--- src/dhoat_pkg.sv ---
// Shared types, codes and sizes for the double-hash open-address key table.
package dhoat_pkg;

  localparam int TABLE_DEPTH = 1024;
  localparam int ADDR_W      = $clog2(TABLE_DEPTH);
  localparam int CNT_W       = ADDR_W + 1;
  localparam int KEY_W       = 32;
  localparam int HASH_W      = 16;
  localparam int HBIT_W      = $clog2(HASH_W);
  localparam int CFG_W       = 11;

  localparam logic [1:0] CMD_INSERT = 2'd0;
  localparam logic [1:0] CMD_REMOVE = 2'd1;
  localparam logic [1:0] CMD_LOOKUP = 2'd2;
  localparam logic [1:0] CMD_BAD    = 2'd3;

  localparam logic [1:0] STS_DONE = 2'd0;
  localparam logic [1:0] STS_FULL = 2'd1;
  localparam logic [1:0] STS_DUP  = 2'd2;
  localparam logic [1:0] STS_MISS = 2'd3;

  localparam logic [1:0] TAG_EMPTY = 2'd0;
  localparam logic [1:0] TAG_USED  = 2'd1;
  localparam logic [1:0] TAG_GONE  = 2'd2;

  typedef struct packed {
    logic [1:0]  command;
    logic [31:0] key;
    logic [15:0] hash_one;
    logic [15:0] hash_two;
  } in_item_t;

  typedef struct packed {
    logic        success;
    logic [1:0]  status;
    logic [31:0] found_key;
    logic [10:0] entry_count;
  } out_item_t;

  typedef enum logic [2:0] {
    ST_CLEAR,
    ST_IDLE,
    ST_MOD,
    ST_READ,
    ST_EVAL,
    ST_DONE
  } state_t;

  typedef struct packed {
    logic              we;
    logic [ADDR_W-1:0] waddr;
    logic [1:0]        wtag;
    logic              key_we;
    logic [KEY_W-1:0]  wkey;
    logic [ADDR_W-1:0] raddr;
  } store_req_t;

  typedef struct packed {
    logic              done;
    logic [ADDR_W-1:0] ra;
    logic [ADDR_W-1:0] rb;
  } mod_stat_t;

endpackage

--- src/dhoat_mod_unit.sv ---
// Bit-serial remainder unit: reduces both hashes modulo the active slot count.
module dhoat_mod_unit import dhoat_pkg::*; (
  input  logic              clk,
  input  logic              rst_n,
  input  logic              start,
  input  logic [HASH_W-1:0] a_in,
  input  logic [HASH_W-1:0] b_in,
  input  logic [CNT_W-1:0]  n_in,
  output mod_stat_t         stat
);

  logic              busy_r, busy_nxt;
  logic              done_r, done_nxt;
  logic [HBIT_W-1:0] cnt_r, cnt_nxt;
  logic [HASH_W-1:0] a_r, a_nxt, b_r, b_nxt;
  logic [ADDR_W-1:0] ra_r, ra_nxt, rb_r, rb_nxt;
  logic [CNT_W-1:0]  sha, shb;

  always_comb begin
    busy_nxt = busy_r;
    done_nxt = 1'b0;
    cnt_nxt  = cnt_r;
    a_nxt    = a_r;
    b_nxt    = b_r;
    ra_nxt   = ra_r;
    rb_nxt   = rb_r;
    // one dividend bit per cycle; remainder stays below n, so one subtract
    sha = {ra_r, a_r[HASH_W-1]};
    shb = {rb_r, b_r[HASH_W-1]};
    if (start) begin
      busy_nxt = 1'b1;
      cnt_nxt  = '0;
      a_nxt    = a_in;
      b_nxt    = b_in;
      ra_nxt   = '0;
      rb_nxt   = '0;
    end else if (busy_r) begin
      ra_nxt  = (sha >= n_in) ? ADDR_W'(sha - n_in) : ADDR_W'(sha);
      rb_nxt  = (shb >= n_in) ? ADDR_W'(shb - n_in) : ADDR_W'(shb);
      a_nxt   = {a_r[HASH_W-2:0], 1'b0};
      b_nxt   = {b_r[HASH_W-2:0], 1'b0};
      cnt_nxt = cnt_r + 1'b1;
      if (cnt_r == HBIT_W'(HASH_W - 1)) begin
        busy_nxt = 1'b0;
        done_nxt = 1'b1;
      end
    end
  end

  always_ff @(posedge clk) begin
    if (!rst_n) begin
      busy_r <= 1'b0;
      done_r <= 1'b0;
      cnt_r  <= '0;
    end else begin
      busy_r <= busy_nxt;
      done_r <= done_nxt;
      cnt_r  <= cnt_nxt;
    end
    a_r  <= a_nxt;
    b_r  <= b_nxt;
    ra_r <= ra_nxt;
    rb_r <= rb_nxt;
  end

  assign stat.done = done_r;
  assign stat.ra   = ra_r;
  assign stat.rb   = rb_r;

endmodule

--- config.mk ---
export PLATFORM = sky130hd
export DESIGN_NAME = dhoat_mod_unit
export DESIGN_NICKNAME = d
export VERILOG_FILES = /design/src/dhoat_pkg.sv /design/src/dhoat_mod_unit.sv
export SDC_FILE = /design/constraint.sdc
export NUM_CORES = 1
export LEC_CHECK = 0
export BUFFER_PORTS_ARGS = -buffer_cell sky130_fd_sc_hd__buf_2
export CORE_MARGIN = 1
export CORE_UTILIZATION = 39
export CTS_BUF_LIST = sky130_fd_sc_hd__clkbuf_4 sky130_fd_sc_hd__clkbuf_8
export DETAILED_ROUTE_END_ITERATION = 10
export HOLD_SLACK_MARGIN = 0.15
export PLACE_DENSITY = 0.64
export SLEW_MARGIN = 20
export SYNTH_ARGS = -nofsm -noshare
export SYNTH_HDL_FRONTEND = slang
export SYNTH_SLANG_ARGS = --single-unit
--- constraint.sdc ---
create_clock -name clk -period 3.25 [get_ports clk]
set_input_delay 0.4875 -clock clk [delete_from_list [all_inputs] [get_ports clk]]
set_output_delay 0.4875 -clock clk [all_outputs]
set_load 0.03 [all_outputs]
* Word-level counts from Yosys, hierarchy flattened
Index checks and enable logic that the tools add are counted.
** Storage, ports and cells
- Flip-flop bits (word level) :: 58
- Latch bits :: 0
- RAM bits :: 0
- Bits in read-only memories :: 0
- Input port bits :: 46
- Word-level logic and storage cells :: 28
- Memories :: 0
** Operators by class
- $add $sub $neg :: 3
- $mul :: 0
- Divide/modulo/power cells :: 0
- Magnitude comparators :: 2
- Equality and inequality tests :: 1
- Shift operators :: 0
- Multiplexer cells :: 10
- Bitwise logic cells :: 2
- Reductions and logical operators :: 3
** Operators with widths (number)
- 16-bit two-way mux :: 4
- 11-bit greater-or-equal comparator :: 2
- 10-bit two-way mux :: 2
- 10-bit subtractor :: 2
- 4-bit by 1-bit adder with 4-bit output, second input constant :: 1
- 4-bit == test, second input constant :: 1
- 1-bit two-way mux :: 4
- 3-bit OR reduction :: 1
- 1-bit NOT :: 2
- 2-bit nonzero test :: 1
- 2-bit OR reduction :: 1

* Logic depth before layout (Yosys ltp)
Gate-level depths: netlist (run 1).
- Depth after elaboration :: 4
- Gate-level depth with buffers :: 10
- Mapped depth without buffers :: 10

* Least setup slack after synthesis (run 1)
Ideal clock, no wire load.
- Path kind :: reg2reg
- Start point :: register ra_r[7]
- End point :: register ra_r[3]
- Data arrival time :: 2.062 ns
- Setup slack :: 1.049 ns
- Cell stages (with the launch flop) :: 9
- Buffers on the path :: 1
- Period minus slack after synthesis :: 2.201 ns
- Cell sequence :: dfxtp_1 > ha_1 > a21oi_2 > o31ai_1 > a221o_1 > a31oi_4 > buf_6 > mux2i_1 > a211oi_1
** Between the ends
- Cells in the longest elaborated chain, start to end :: 2
** RTL lines
- start: declaration :: line dhoat_mod_unit.sv:16 : logic [ADDR_W-1:0] ra_r, ra_nxt, rb_r, rb_nxt;
- start signal: assignment :: line dhoat_mod_unit.sv:62 : ra_r <= ra_nxt;
- 11-bit greater-or-equal comparator :: line dhoat_mod_unit.sv:38 : ra_nxt = (sha >= n_in) ? ADDR_W'(sha - n_in) : ADDR_W'(sha);
- 10-bit two-way mux :: line dhoat_mod_unit.sv:38
No other way between the ends.
A chain may end at the register's enable or synchronous reset.

* Final worst setup path (run 1)
- Start point :: register ra_r[7]
- End point :: register ra_r[0]
The elaborated chain is that of the path after synthesis.

==> metrics.cfg, run 1 <==
[floorplanning]
rows=33
die_area_um2=9030
die_h_um=95
ios=67
die_x_um=95
core-area_um2=8300
initial_core_util_pct=40.6

[worst_hold_path]
hold_start=rst_n
hold_class=input pin to register
min_to=busy_r
min_path_cells=2

[synthesis]
yosysWarnings=0
muxShareOfSynthArea_pct=13.9
synth-seq-cells=58
synthXorXnorAreaFrac_pct=4.41
synth_top_family_by_area=compound AO/OA/AOI/OAI gates
ys_async_sr_fraction_pct=0
synth_ff_type=edfxtp_1
synth_nets=385
syn_inst=314
synthSimpleGateAreaFrac_pct=9.24
synth_fa_ha_area_share_pct=9.72
synth_compound_area_share_pct=15.1
seq_area_frac_synth_pct=43.9
syn_area_um2=3370
synth_edf_count=32
yosysUniqueCellTypes=44
synth.avg_cell_area_um2=10.7

[layout]
nets=454
layout-drive-gt1-share_pct=31.2
n_fill_cell=790
layout.cells.most_common_list=buf_2, edfxtp_1, mux2_2
fin_util_pct=48.2
antenna_cells=0
final_area_um2=4000
layout_commonest_cell=buf_2
areaGrowthSynthToFinish_pct=18.7

[job]
maxCapViolCount=0

[worst_setup_path]
crit_arrival_ns=2.59
crit_path_end_kind=register
worstPathMaxFanout=13
regToRegEndpoint=ra_r[0]
reg2reg_slack_ns=0.89
cp.required_ns=3.49
start_kind=register
reg2reg_depth=7
regToRegStartpoint=ra_r[7]
worstSetupPathType=register to register

[cts]
clk_pin_slew_ns=0.07
cts_resized=0
clock_latency_ns=0.33
cts-root-buf=clkbuf_8
cts_max_level=3
cts.sinks=58
cts_made_buffers=9
ctsHoldBuffers=0
cts_tree=built
cts_setup_buffers=0
cts.path.max_buffers=2

[sta]
finalSetupViolations=0
finalHoldViolations=0
relSlewSlack_pct=41.3
period_needed_ns=2.36
rsz0062_at_grt=false
tns_ns=0
finClkSkew_ns=0.00621
worstMarginPinSlew_ns=0.878
max_freq_ghz=0.424
whs_ns=0.382
fin_crit_sh_pct=72.5
maxSlewViolCount=0

[drt]
ant_nets=0
drc_errors=0
wl_met1_um=3670
routedWlPerCell_um=15.2
dr_wl_met2_um=3360
drt_iter0_drc=104
wirelength_um=7480
dr_wl_met3_um=351
viasPerCell=5.23
top_layer=met4
drtPass1Iterations=4
vias=2577

[power]
power.density_nw_per_um2=466
p_total_uw=1870
ir_drop_v=0.000276
leakagePower_uw=0.00170

[placed_design]
portBuffers=66
dpl.hpwl_um=5370
dpl-instance-area_um2=3810
gp_congestion=0.893

[global_routing]
grt_max_degree=33
grt_pass1_vias=2464
grt_pass1_wl_um=12200
antenna_found_initial=0
grt_overflow=0
grt_use_total_pct=18.0

[status]
outcome=finished clean

where the power goes:
group	switching (µW)	leakage, µW	total (µW)	internal (µW)
Combinational	188	0.00108	338	150
Clock	305	0.0000889	656	351
Sequential	31.8	0.000535	872	840
synth_stat cells (all sizes together), types with 2 or more instances:
cell     n  area share, %
ha      23            8.5
fa       2            1.2
nand2   17            1.9
dfxtp   26             15
nor2b    2           0.37
buf      5           0.89
nand4    3           0.56
clkbuf   7           0.78
xnor2    7            1.8
a21o     5            1.1
a21oi   18            2.9
nor3     3           0.44
o211ai   4           0.89
nand2b   4           0.74
xor2    10            2.6
a21boi   2           0.44
and2     4           0.74
inv     19            2.1
o31ai    2           0.44
nor2    21            2.3
edfxtp  32             28
a211oi  10            2.2
mux2i   13            3.9
o21bai   3           0.67
a22o     2           0.52
mux2    30             10
nand3    9            1.3
o21ai   17            2.9
a32oi    4            1.0
area by class of cell:
cell class                      instances  area (µm²)  area share [%]
Multi-Input combinational cell        225        1760            44.1
Clock buffer                            9         124            3.09
Timing Repair Buffer                   70         360            9.00
Tap cell                              105         131            3.28
Sequential cell                        58        1480            37.0
Inverter                               19        71.3            1.78
Clock inverter                          7        70.1            1.75
through the flow:
step / setup slack [ns] / std cells
floorplan: 1.05 / 314
global route: 0.719 / 493
CTS: 0.912 / 493
global placement: 0.682 / 477
detailed placement: 0.624 / 477
finish: 0.893 / 493
metal layers:
| metal | vias up | global-route usage, % |
|---|---|---|
| met5 | - | 0 |
| met4 | 0 | 7.07 |
| met3 | 11 | 3.70 |
| met2 | 79 | 27.5 |
| met1 | 1191 | 24.9 |
| li1 | 1296 | - |
worst max-delay path, cell delays in order, from the launching register on:
cell	delay, ns
dfxtp_1	0.35
ha_1	0.39
a21oi_2	0.21
o31ai_1	0.10
a221o_1	0.38
a31oi_4	0.43
nand2_1	0.11
a311oi_1	0.29
cell families (layout without fill, tap and decap cells):
| group | Yosys count | count (layout) |
|---|---|---|
| buf+inv | 31 | 105 |
| xor+xnor | 17 | 17 |
| fa+ha+maj | 25 | 25 |
| simple gates | 67 | 67 |
| mux | 43 | 43 |
| flops | 58 | 58 |
| compound gates | 73 | 73 |
worst max path at each step:
stage / start / to / slack (ns) / cells after the start
detailed placement: n_in[8] / ra_r[0] / 0.62 / 9
global route: a_r[15] / ra_r[6] / 0.72 / 10
finish: ra_r[7] / ra_r[0] / 0.89 / 7
floorplan: ra_r[7] / ra_r[3] / 1.05 / 8
CTS: ra_r[7] / ra_r[0] / 0.91 / 7
global placement: n_in[8] / ra_r[1] / 0.68 / 9
sequential cells by signal, summed over array words and instances (netlist names):
signal / flops
cnt_r: 4
busy_r: 1
b_r: 16
rb_r: 10
ra_r: 10
a_r: 16
done_r: 1
Note: power is estimated with default switching activity, not from simulation.
==> run 2, diff against run 1 <==
- clock period: 3.25 -> 2.29 ns (I/O delays scaled with it)
==> run 2 against run 1 <==
Net effect:
- critical path depth rose by 1
- sequential share of layout area fell by 1.8 points
- total power rose by 50%
- largest power group unchanged
- final cell count rose by 4.1%
==> metrics.cfg, run 2 (synthesized netlist as in run 1, its figures left out) <==
[layout]
layout.cells.most_common_list=buf_2, edfxtp_1, mux2_2
antenna_cells=0  ; unchanged
layout-drive-gt1-share_pct=36.3  ; +5.1 points
layout_commonest_cell=buf_2
fin_util_pct=50.7  ; +2.5 points
nets=474  ; +4.4%
reg_top3=a_r x16, b_r x16
n_fill_cell=770  ; -2.5%
instances_no_fill=513  ; +4.1%
areaGrowthSynthToFinish_pct=24.8

[global_routing]
grt_pass1_wl_um=12200  ; -0.39%
grt_pass1_vias=2528  ; +2.6%
grt_max_degree=35  ; +6.1%
grt_overflow=0  ; unchanged
antenna_found_initial=0  ; unchanged
grt_use_total_pct=18.2  ; +0.11 points

[cts]
cts_made_buffers=9  ; unchanged
cts_tree=built
clk_pin_slew_ns=0.07  ; about the same
cts-root-buf=clkbuf_8
ctsHoldBuffers=0  ; unchanged
cts_max_level=3  ; unchanged
clock_latency_ns=0.34  ; about the same
cts.sinks=58  ; unchanged
cts.path.max_buffers=2  ; unchanged

[drt]
drtPass1Iterations=4  ; unchanged
ant_nets=0  ; unchanged
drc_errors=0  ; unchanged
vias=2673  ; +3.7%
routedWlPerCell_um=14.9  ; -2.1%
wirelength_um=7620  ; +1.9%
drt_iter0_drc=98  ; -5.8%
viasPerCell=5.21  ; -0.32%

[worst_setup_path]
regToRegEndpoint=ra_r[2]
start_kind=register
crit_arrival_ns=2.39  ; -0.20 ns
crit_chain=ha_1 -> a21oi_2 -> o31ai_2 -> a221o_1 -> a31oi_4 -> buf_4 -> mux2i_1 -> o21ai_0
regToRegStartpoint=ra_r[7]
cp_slowest_cell=a221o_1
cp.required_ns=2.50  ; -0.99 ns
startpoint=ra_r[7]
cp_slowest_stage_delay_ns=0.36  ; -0.07 ns
worstSetupPathType=register to register
crit_path_end_kind=register
worstPathMaxFanout=5  ; -8
reg2reg_slack_ns=0.10  ; -0.79 ns
reg2reg_depth=8  ; +1

[power]
p_comb_share_pct=19.3  ; +1.2 points
ir_drop_v=0.000461  ; +67%
power.density_nw_per_um2=666  ; +43%
switching_power_uw=746  ; +42%
clockPowerShare_pct=36.8  ; +1.6 points
power_frac_seq_pct=43.9  ; -2.8 points
leakagePower_uw=0.00182  ; +6.7%
intPower_uw=2060  ; +54%
switching_share_pct=26.6  ; -1.5 points

[worst_hold_path]
min_to=busy_r
min_path_cells=2  ; unchanged
hold_class=input pin to register
hold_start=rst_n

[sta]
period_needed_ns=2.19  ; -0.172 ns
max_freq_ghz=0.458  ; +7.9%
finalSetupViolations=0  ; unchanged
finalHoldViolations=0  ; unchanged
setup_ws_ns=0.105  ; -0.788 ns
fin_crit_sh_pct=95.4  ; +23 points
rsz0062_at_grt=false
tns_ns=0  ; unchanged
finClkSkew_ns=0.00483  ; -0.00138 ns
worstMarginPinSlew_ns=0.497  ; -0.381 ns
maxSlewViolCount=0  ; unchanged
whs_ns=0.232  ; -0.150 ns
relSlewSlack_pct=66.8  ; +25 points

[placed_design]
gp_congestion=0.888  ; -0.55%
pre_cts_slack_ns=-0.0965  ; -0.721 ns
dp.cells=494  ; +3.6%
dpl.hpwl_um=5600  ; +4.3%
portBuffers=66  ; unchanged

[floorplanning]
die_area_um2=9030  ; unchanged
die_h_um=95  ; unchanged
rows=33  ; unchanged
ios=67  ; unchanged
die_x_um=95  ; unchanged
initial_core_util_pct=40.6  ; unchanged
core-area_um2=8300  ; unchanged

[job]
maxCapViolCount=0  ; unchanged

[status]
outcome=finished clean

==> run 2: repair_timing <==
action	in CTS	in global routing
resized for setup	0	7
setup endpoints to repair	0	13
hold endpoints to repair	0	0
buffers inserted	0	2
==> run 2: how the worst max path moves through the flow <==
stage                         end  cells past startpoint
after detailed placement  ra_r[0]                      9
after floorplan           ra_r[3]                      8
final                     ra_r[2]                      8
after global placement    ra_r[8]                     10
after CTS                 ra_r[0]                      7
after global routing      ra_r[6]                     10
==> run 2: area by class of cell <==
| cell class | instances | area (µm²) | area share [%] |
|---|---|---|---|
| multi-input cells | 226 | 1810 | 43.0 |
| flip-flops and latches | 58 | 1480 | 35.2 |
| repair buffers | 89 | 503 | 11.9 |
| clock buffers | 10 | 131 | 3.12 |
| well taps | 105 | 131 | 3.12 |
| clock inverters | 6 | 81.3 | 1.93 |
| inverters | 19 | 71.3 | 1.69 |
==> run 2: metal layers <==
metal  up-vias  GRT usage (%)  part of all wire [%]
met5         -              0                     0
met4         0           5.43                   1.1
met3         6           7.25                   7.8
met2        85           28.3                    47
met1      1243           23.0                    45
li1       1339              -                     -
==> run 2: worst max-delay path: cells and delay by family, from the launching register on <==
kind / cells / cell delay, ns
AOI/OAI and AO/OA: 5 / 1.04
adders and majority gates: 1 / 0.35
buffers and inverters: 1 / 0.17
DFF: 1 / 0.34
muxes: 1 / 0.15
==> run 2: stage by stage <==
stage	instance area, µm²	total power [µW]
after floorplan	3370	1600
after global placement	3940	1770
after detailed placement	3940	1780
after CTS	4150	2810
after global routing	4210	2930
final	4210	2810
==> run 2: power groups by stage <==
| stage | logic (µW) | clock network (µW) | registers, µW |
|---|---|---|---|
| after floorplan | 321 | 0 | 1270 |
| after global placement | 515 | 0 | 1250 |
| after detailed placement | 524 | 0 | 1250 |
| after CTS | 530 | 1050 | 1230 |
| after global routing | 598 | 1090 | 1240 |
| final | 542 | 1030 | 1230 |
==> run 3, diff against run 2 <==
- CTS_BUF_LIST: sky130_fd_sc_hd__clkbuf_4 sky130_fd_sc_hd__clkbuf_8 -> unset
- RECOVER_POWER: unset -> 100
==> run 3 against run 2 <==
Net effect:
- fmax barely moved
- sequential power about the same
- clock skew is essentially flat
- flip-flop and latch count unchanged
==> metrics.cfg, run 3 (synthesized netlist as in run 1, its figures left out) <==
[global_routing]
antenna_found_initial=0  ; unchanged
grt_max_degree=35  ; unchanged
grt_use_total_pct=18.1  ; -0.034 points
grt_pass1_wl_um=12200  ; -0.17%
grt_pass1_vias=2523  ; -0.20%
grt_overflow=0  ; unchanged

[placed_design]
gp_congestion=0.888  ; unchanged
dpl.hpwl_um=5600  ; unchanged
dpl-instance-area_um2=3940  ; unchanged
portBuffers=66  ; unchanged

[sta]
whs_ns=0.233  ; +0.000674 ns
maxSlewViolCount=0  ; unchanged
worstMarginPinSlew_ns=0.822  ; +0.325 ns
rsz0062_at_grt=false
fin_crit_sh_pct=95.5  ; about the same
period_needed_ns=2.19  ; +0.00139 ns
finalSetupViolations=0  ; unchanged
finalHoldViolations=0  ; unchanged
finClkSkew_ns=0.00483  ; -0.00000194 ns
relSlewSlack_pct=45.2  ; -22 points
max_freq_ghz=0.457  ; about the same

[cts]
cts.sinks=58  ; unchanged
clk_pin_slew_ns=0.07  ; about the same
ctsHoldBuffers=0  ; unchanged
clock_latency_ns=0.34  ; about the same
cts.path.max_buffers=2  ; unchanged
cts-root-buf=clkbuf_8
cts_tree=built
cts_max_level=3  ; unchanged
cts_made_buffers=9  ; unchanged

[drt]
drt_iter0_drc=94  ; -4.1%
wirelength_um=7590  ; -0.47%
drc_errors=0  ; unchanged
routedWlPerCell_um=14.8  ; -0.47%
drtPass1Iterations=4  ; unchanged
ant_nets=0  ; unchanged
viasPerCell=5.21  ; about the same
vias=2671  ; -0.075%

[worst_setup_path]
cp_slowest_cell=a221o_1
worstSetupPathType=register to register
start_kind=register
cp.required_ns=2.50  ; about the same
crit_path_end_kind=register
crit_arrival_ns=2.40  ; about the same
regToRegStartpoint=ra_r[7]
cp_slowest_stage_delay_ns=0.37  ; about the same
crit_family=compound AO/OA/AOI/OAI gates
startpoint=ra_r[7]
worstPathMaxFanout=5  ; unchanged
crit_chain=ha_1 -> a21oi_2 -> o31ai_2 -> a221o_1 -> a31oi_4 -> buf_4 -> mux2i_1 -> o21ai_0
cp_num_buf_inv=1  ; unchanged

[floorplanning]
rows=33  ; unchanged
ios=67  ; unchanged
die_area_um2=9030  ; unchanged
die_x_um=95  ; unchanged
initial_core_util_pct=40.6  ; unchanged
die_h_um=95  ; unchanged
core-area_um2=8300  ; unchanged

[power]
ir_drop_v=0.000461  ; about the same
leakagePower_uw=0.00172  ; -5.4%
power.density_nw_per_um2=668  ; +0.31%

[layout]
reg_top3=a_r x16, b_r x16
layout.cells.most_common_list=buf_2, edfxtp_1, mux2_2
antenna_cells=0  ; unchanged
layout-drive-gt1-share_pct=29.9  ; -6.4 points
final_area_um2=4160  ; -1.2%
layout_commonest_cell=buf_2
areaGrowthSynthToFinish_pct=23.4
nets=474  ; unchanged

[status]
outcome=finished clean

[worst_hold_path]
hold_class=input pin to register
hold_start=rst_n

[job]
maxCapViolCount=0  ; unchanged

-- run 3: changes by cell type in the layout (fill, tap and decap cells not counted) --
cell      previous run  this run
clkbuf_1             0        24
a21oi_2              3         2
mux2_2              30        29
buf_2               66        45
clkbuf_2             0         3
mux2_1               0         1
a21oi_1             15        16
buf_4               23        17
-- run 3: metal layers --
metal,GRT usage [%],up-vias,share of wire [%]
met5,0,-,0
met4,5.43,0,1.1
met3,7.25,6,6.8
met2,28.1,75,46
met1,23.1,1251,46
li1,-,1339,-
-- run 3: repair_timing --
action	4_1_cts	5_1_grt
buffers inserted	0	2
endpoints found under the setup margin	0	13
resized for setup	0	7
-- run 3: path summary, 6_finish.rpt --
check	endpoint	slack, ns	cells after the start
max	ra_r[2]	0.10	8
min	busy_r	0.23	2
max reg2reg	ra_r[2]	0.10	8
min reg2reg	done_r	0.50	2
-- run 3: area by class of cell --
class	count	area, µm²
Inverter	19	71.3
Sequential cell	58	1480
Clock buffer	10	128
Tap cell	105	131
Timing Repair Buffer	89	462
Clock inverter	6	81.3
Fill cell	784	4140
Multi-Input combinational cell	226	1810
-- run 3: through the flow --
stage	setup TNS [ns]	power [µW]	setup slack [ns]	instances	util, %
after floorplan	0	1600	0.0892	314	-
after global placement	-0.127	1770	-0.0265	494	47.4
after detailed placement	-0.500	1780	-0.0965	494	47.4
after CTS	0	2800	0.0346	510	49.9
after global routing	0	2910	0.00162	513	50.1
final	0	2780	0.103	513	50.1
-- run 3: worst register-to-register path: cells and delay by family (launching register included) --
family                   cells  cell delay [ns]
AO/OA/AOI/OAI                5             1.05
multiplexers                 1             0.15
flip-flops                   1             0.34
buffers and inverters        1             0.17
adder cells (fa/ha/maj)      1             0.35
-- run 3: report_power, final --
part | switching, µW | total [µW] | internal, µW
Combinational | 291 | 532 | 241
Clock | 413 | 1020 | 605
Sequential | 38.6 | 1230 | 1190
